**src/hdl/assert_macros.svh**
```systemverilog
// Assertion macros shared by the distance core RTL.
`ifndef ASSERT_MACROS_SVH
`define ASSERT_MACROS_SVH

// Property must hold at every clock edge outside reset.
`define QLAD_ASSERT(label, clk, rst_n, prop, msg) \
  label: assert property (@(posedge clk) disable iff (!rst_n) (prop)) \
    else $error(msg);

// When trig holds, cons must hold at the next clock edge.
`define QLAD_ASSERT_NEXT(label, clk, rst_n, trig, cons, msg) \
  label: assert property (@(posedge clk) disable iff (!rst_n) (trig) |=> (cons)) \
    else $error(msg);

`endif

```
**src/hdl/qlad_pkg.sv**
```systemverilog
// Types, constants and register codes of the quantized L2 distance core.
package qlad_pkg;

  localparam int unsigned MaxDim       = 4096;
  localparam int unsigned CodebookSize = 16;
  localparam int unsigned ValueBits    = 16;
  localparam int unsigned DimW         = 13;
  localparam int unsigned SumW         = 48;
  localparam int unsigned MagW         = ValueBits;
  localparam int unsigned SqW          = 2 * MagW;
  localparam int unsigned FifoDepth    = 2;
  localparam int unsigned CfgAddrW     = 3;
  localparam int unsigned CfgDataW     = 64;
  localparam int unsigned CbWords      = 4;

  // Index extraction masks
  localparam logic [7:0] Mask4 = 8'h0F;
  localparam logic [7:0] Mask2 = 8'h03;
  localparam logic [7:0] Mask3 = 8'h07;
  localparam logic [7:0] Mask1 = 8'h01;

  // Supported code widths
  localparam logic [2:0] CodeBits1 = 3'd1;
  localparam logic [2:0] CodeBits2 = 3'd2;
  localparam logic [2:0] CodeBits3 = 3'd3;
  localparam logic [2:0] CodeBits4 = 3'd4;

  // Configuration register indexes
  typedef enum logic [CfgAddrW-1:0] {
    CfgMode     = 3'd0,
    CfgCodeBits = 3'd1,
    CfgDimCount = 3'd2,
    CfgCbWord0  = 3'd3,
    CfgCbWord1  = 3'd4,
    CfgCbWord2  = 3'd5,
    CfgCbWord3  = 3'd6
  } cfg_reg_e;

  typedef struct packed {
    logic signed [ValueBits-1:0] query_value;
    logic signed [ValueBits-1:0] peer_value;
    logic [7:0]                  code_byte;
    logic [7:0]                  code_next_byte;
  } in_item_t;

  typedef struct packed {
    logic [SumW-1:0] distance;
  } out_item_t;

  typedef struct packed {
    logic [CfgAddrW-1:0] addr;
    logic [CfgDataW-1:0] wdata;
  } cfg_req_t;

  // Classified work handed from front to back
  typedef struct packed {
    logic [MagW-1:0] mag;
    logic            last;
  } work_t;

endpackage

```
**src/hdl/qlad_fifo.sv**
```systemverilog
// Short work queue between the front and back parts.
`include "assert_macros.svh"

module qlad_fifo (
  input  logic               clk_i,
  input  logic               rst_ni,
  input  logic               wr_valid_i,
  output logic               wr_ready_o,
  input  qlad_pkg::work_t    wr_data_i,
  output logic               rd_valid_o,
  input  logic               rd_ready_i,
  output qlad_pkg::work_t    rd_data_o
);

  localparam int unsigned PtrW = (qlad_pkg::FifoDepth > 1) ? $clog2(qlad_pkg::FifoDepth) : 1;
  localparam int unsigned CntW = $clog2(qlad_pkg::FifoDepth + 1);

  qlad_pkg::work_t mem_q [qlad_pkg::FifoDepth];
  logic [PtrW-1:0] wr_ptr_q, wr_ptr_d;
  logic [PtrW-1:0] rd_ptr_q, rd_ptr_d;
  logic [CntW-1:0] cnt_q, cnt_d;
  logic            push, pop;

  assign wr_ready_o = (cnt_q != CntW'(qlad_pkg::FifoDepth));
  assign rd_valid_o = (cnt_q != '0);
  assign rd_data_o  = mem_q[rd_ptr_q];
  assign push       = wr_valid_i && wr_ready_o;
  assign pop        = rd_valid_o && rd_ready_i;

  // Pointer and fill count update
  always_comb begin
    wr_ptr_d = wr_ptr_q;
    rd_ptr_d = rd_ptr_q;
    cnt_d    = cnt_q;
    if (push) begin
      wr_ptr_d = (wr_ptr_q == PtrW'(qlad_pkg::FifoDepth - 1)) ? '0 : wr_ptr_q + 1'b1;
    end
    if (pop) begin
      rd_ptr_d = (rd_ptr_q == PtrW'(qlad_pkg::FifoDepth - 1)) ? '0 : rd_ptr_q + 1'b1;
    end
    if (push && !pop) begin
      cnt_d = cnt_q + 1'b1;
    end else if (pop && !push) begin
      cnt_d = cnt_q - 1'b1;
    end
  end

  always_ff @(posedge clk_i or negedge rst_ni) begin
    if (!rst_ni) begin
      wr_ptr_q <= '0;
      rd_ptr_q <= '0;
      cnt_q    <= '0;
    end else begin
      wr_ptr_q <= wr_ptr_d;
      rd_ptr_q <= rd_ptr_d;
      cnt_q    <= cnt_d;
    end
  end

  // Storage, no reset
  always_ff @(posedge clk_i) begin
    if (push) begin
      mem_q[wr_ptr_q] <= wr_data_i;
    end
  end

  `QLAD_ASSERT(a_cnt_bound, clk_i, rst_ni, cnt_q <= CntW'(qlad_pkg::FifoDepth), "fifo overfilled")
  `QLAD_ASSERT(a_ptr_gap, clk_i, rst_ni,
               (cnt_q == '0 || cnt_q == CntW'(qlad_pkg::FifoDepth)) == (wr_ptr_q == rd_ptr_q),
               "fifo pointers disagree with count")

endmodule

```
**config.mk**
```make
export PLATFORM = sky130hd
export DESIGN_NAME = qlad_fifo
export DESIGN_NICKNAME = d
export VERILOG_FILES = /design/src/hdl/qlad_pkg.sv /design/src/hdl/qlad_fifo.sv
export VERILOG_INCLUDE_DIRS = /design/src /design/src/hdl
export SDC_FILE = /design/constraint.sdc
export NUM_CORES = 1
export LEC_CHECK = 0
export ABC_AREA = 1
export BUFFER_PORTS_ARGS = -buffer_cell sky130_fd_sc_hd__buf_2
export CAP_MARGIN = 0
export CORE_AREA = 2 2 69 71
export DETAILED_ROUTE_END_ITERATION = 8
export DIE_AREA = 0 0 71 73
export SLEW_MARGIN = 0
export SYNTH_ARGS = -nofsm -noshare
export SYNTH_HDL_FRONTEND = slang
export SYNTH_SLANG_ARGS = --single-unit
```
**constraint.sdc**
```tcl
create_clock -name clk_i -period 2.4 [get_ports clk_i]
set_clock_uncertainty 0.2 [all_clocks]
set_input_delay 0.36 -clock clk_i [delete_from_list [all_inputs] [get_ports clk_i]]
set_output_delay 0.36 -clock clk_i [all_outputs]
set_load 0.01 [all_outputs]
```
# Word level (Yosys, flattened, before mapping)
# Memory sizes are Yosys's and may differ from the RTL's.
# Cells that the tools add are included.
word_totals:
  ff_bits: 4
  ramBits: 34
  input_bits: 21
  out_inout_bits: 19
  word_cells: 23
  mem_count: 1
mem_list:
  columns: ["name", "depth", "width", "rd", "rd_clocked_by_memory_dff", "write_ports", "line_no", "text"]
  rows:
  - ["mem_q", 2, 17, 1, 0, 1, "qlad_fifo.sv:18", "qlad_pkg::work_t mem_q [qlad_pkg::FifoDepth];"]
op_classes:
  n_addsub: 4
  eq_ne: 1
  n_mux: 6
  n_reduce_logical: 8
ops:
  columns: ["op", "n"]
  rows:
  - ["1-bit logical AND", 4]
  - ["1-bit 2-to-1 mux", 4]
  - ["2-bit 2-to-1 mux", 2]
  - ["2-bit nonzero test", 2]
  - ["1-bit adder (second input constant)", 2]
  - ["2-bit by 1-bit adder with 2-bit output (second input constant)", 1]
  - ["1-bit zero test", 2]
  - ["2-bit inequality test (second input constant)", 1]
  - ["2-bit by 1-bit subtractor with 2-bit output (second input constant)", 1]

# Longest topological paths before layout
logic_depth:
  ltp_word: 6
  ltp_mapped: 10
  depth_no_buf: 10

# Least setup slack after synthesis
# OpenSTA, ideal clock, no wires.
synth_path:
  path_type: "register to register"
  start: "register cnt_q[0]"
  end: "memory mem_q[0][0] (netlist bit) (enable)"
  arrival_time_ns: 1.325
  t_required_ns: 1.810
  slack_ns: 0.484
  path_stages_with_launch: 5
  period_less_slack_ns: 1.916
  cell_sequence: "dfrtp_1 inv_2 nand2_4 nand2_4 nor2_1"
synth_via:
  elab_chain_len: 4
synth_lines:
  columns: ["item", "line_no", "text"]
  rows:
  - ["start, declared", "qlad_fifo.sv:21", "logic [CntW-1:0] cnt_q, cnt_d;"]
  - ["start signal, assigned", "qlad_fifo.sv:56", "cnt_q <= cnt_d;"]
  - ["2-bit inequality test", "qlad_fifo.sv:24", "assign wr_ready_o = (cnt_q != CntW'(qlad_pkg::FifoDepth));"]
  - ["named net wr_ready_o", "qlad_fifo.sv:8", "output logic wr_ready_o,"]
  - ["1-bit logical AND", "qlad_fifo.sv:27", "assign push = wr_valid_i && wr_ready_o;"]
  - ["1-bit 2-to-1 mux", "qlad_fifo.sv:62", "if (push) begin"]
  - ["1-bit 2-to-1 mux (implied by the code)", "qlad_fifo.sv:63", "mem_q[wr_ptr_q] <= wr_data_i;"]
  - ["end, declared", "qlad_fifo.sv:18", null]
# The timed path passes the listed nets, and every way through them passes these cells.

==> run metrics <==
WL/cell=12.0 um; critical-path maximum fanout=11; relative slew slack=0.679; MaxCap Viol Count=0; fin nets=between 150 and 200; number of port buffers=39; compound-cell area share of the yosys netlist=0; Crit path required time=1.84 ns; Synth Area in Simple Gates=0.186; Reg clk slew, reported paths=0.07 ns; drt pass-1 iters=4; Final Hold Vio Count=0; first-pass GRT wire length=4270 um; Max clock buf depth=2; # diodes=0; initial drt markers=28; Startpoint Class=register; final setup vio count=0; top-area cell type share of the netlist area=0.672; DR vias/cell=4.24; insertion delay to the later sink of the worst-skew pair=around 0.28 ns; total negative slack=0 ns; Final Max Slew Viols=0; post-route insts no fill=221; Synth cell types=17; GRT Overall Usage=0.111; placed cells=212; Final period util=0.825; share of power burned in registers=0.435; Initial Util=0.335; RR Startpoint=cnt_q[0]; element type at the critical path end=output pin; DRC errors left=0; P&R area growth vs syn=24.4%; P per Cell Area=1220 nW/um2; Die X=71 um; Mapped Area=1520 um2; total power=2300 uW; CTS sink cnt=38; critical path startpoint=rd_ptr_q; vias in the first global route=approximately 950; largest family of logic cells by synthesized area=simple AND/OR/NAND/NOR gates; Synth Register Bits=38; share of cells above drive strength 1=0.371; P_int=1530 uW; CTS H-tree depth=2; CTS Root Cell=clkbuf_8; sw frac=0.337; Post-Synthesis Cells=117; power share of the clock group=0.222; Synth Flop Type=edfxtp_1; TritonCTS clock tree=done; # IOs=40; core area=between 4000 and 5000 um2; Static Leak=0.000847 uW; die height=about 73 um; total CTS buffers=5; Peak VDD IR=~0.00052 V; worst-margin pin slew=0.482 ns; syn_area_per_cell=between 10 and 15 um2; Vias=936; combinational power share=0.343; Post-CTS Setup Bufs=0; Placer Congestion=approximately 0.7; Synth Area in Adders=0.00823; fin util=0.417; number of cell rows=25; largest net degree at the start of global routing=19; number of flops mapped to enable cells by yosys=34; WS Path Type=register to output pin; post-route ant nets=0; top-count cell post-synth=nand2_1; post-route minimum period=between 1.5 and 2 ns; Post-synth top cells=nand2_1, edfxtp_1, nand2_2, dfrtp_1, inv_1; Hold WS=about 0.067 ns; syn_nets=139; RSZ-0062 raised after global routing=false; Net Switching=775 uW; WP data arrival=1.42 ns; post-synthesis sequential area ratio=0.737; antenna violations before repair=0; GRT overflow=0; top cells by area, synth=edfxtp_1, nand2_1, dfrtp_1; die area=5180 um2; status=completed; post-synthesis mux area share=0; maximum clock rate=505 MHz; xor-xnor portion of the synthesized cell area=0.0165; Hold Path Origin=wr_data_i[0]; Ys Warns=0; fraction of registers with async set/reset=0.105; worst hold-check path type=primary input to register; largest area contributor in the netlist=edfxtp_1; DP HPWL=between 1500 and 2000 um; drt total wl=between 2000 and 3000 um
==> layout make-up <==
class,count,area (um2)
multi-input cells,69,320
clock inverters,1,30.0
clock buffers,7,76.3
well taps,54,67.6
repair buffers,45,243
flip-flops and latches,38,1120
inverters,7,33.8
fillers,429,2640
==> flip-flops by register name (all words and copies together), names as in the netlist <==
name      flops
mem_q        34
cnt_q         2
rd_ptr_q      1
wr_ptr_q      1
==> cell usage in the layout (no fill, tap or decap) <==
| master | Yosys | final |
|---|---|---|
| buf_2 | 0 | 39 |
| buf_4 | 0 | 5 |
| bufinv_16 | 0 | 1 |
| clkbuf_1 | 0 | 2 |
| clkbuf_8 | 1 | 5 |
| dfrtp_1 | 4 | 4 |
| dlygate4sd3_1 | 0 | 1 |
| edfxtp_1 | 34 | 34 |
| ha_1 | 1 | 1 |
| inv_1 | 4 | 4 |
| inv_2 | 2 | 2 |
| inv_8 | 1 | 1 |
| nand2_1 | 53 | 53 |
| nand2_2 | 6 | 6 |
| nand2_4 | 2 | 2 |
| nand3_1 | 2 | 2 |
| nand4_1 | 1 | 1 |
| nor2_1 | 2 | 2 |
| xnor2_1 | 1 | 1 |
| xor2_2 | 1 | 1 |
==> per-layer routing <==
layer / global-route usage / share of wire / up-vias
met5: 0 / 0 / -
met1: 0.123 / 0.41 / 420
met4: 0.0314 / 0.0068 / 0
met3: 0.0552 / 0.085 / 3
met2: 0.190 / 0.50 / 34
li1: - / - / 479
==> what timing repair did <==
action,CTS,global route
hold endpoints to repair,4,0
resized for setup,0,0
hold buffers,1,0
==> through the flow <==
stage               area, um2  setup slack, ns
detailed placement       1780            0.708
CTS                      1890            0.389
finish                   1890            0.421
global placement         1780            0.739
floorplan                1520            0.484
global route             1890            0.284
==> path summary, 6_finish.rpt <==
kind / end / slack, ns / depth (start not counted)
min in group asynchronous: cnt_q[0] / 0.20 / 2
hold / removal: mem_q[0][0] / 0.07 / 1
max in group asynchronous: rd_ptr_q / 1.67 / 2
setup reg to reg: cnt_q[1] / 0.81 / 9
hold reg to reg: cnt_q[0] / 0.33 / 1
setup / recovery: rd_data_o[13] / 0.42 / 4
==> power groups by stage <==
stage | Clock (uW) | Combinational, uW | Sequential, uW
floorplan | 0 | 587 | 976
global placement | 0 | 783 | 1010
global route | 559 | 886 | 1020
finish | 511 | 789 | 1000
CTS | 533 | 811 | 1010
detailed placement | 0 | 807 | 1020
==> cells by family after synthesis <==
family,count (synthesis)
buffers and inverters,10
DFF,38
xor gates and xnor gates,2
and+or+nand+nor,66
adders and majority gates,1
==> worst max-delay path, cell delays in order, from the launching register on <==
cell and delay (ns):
dfrtp_1 0.64, buf_4 0.25, nand2_1 0.06, nand2_1 0.06, buf_2 0.12
No activity file was read; power rests on OpenSTA's default activity.
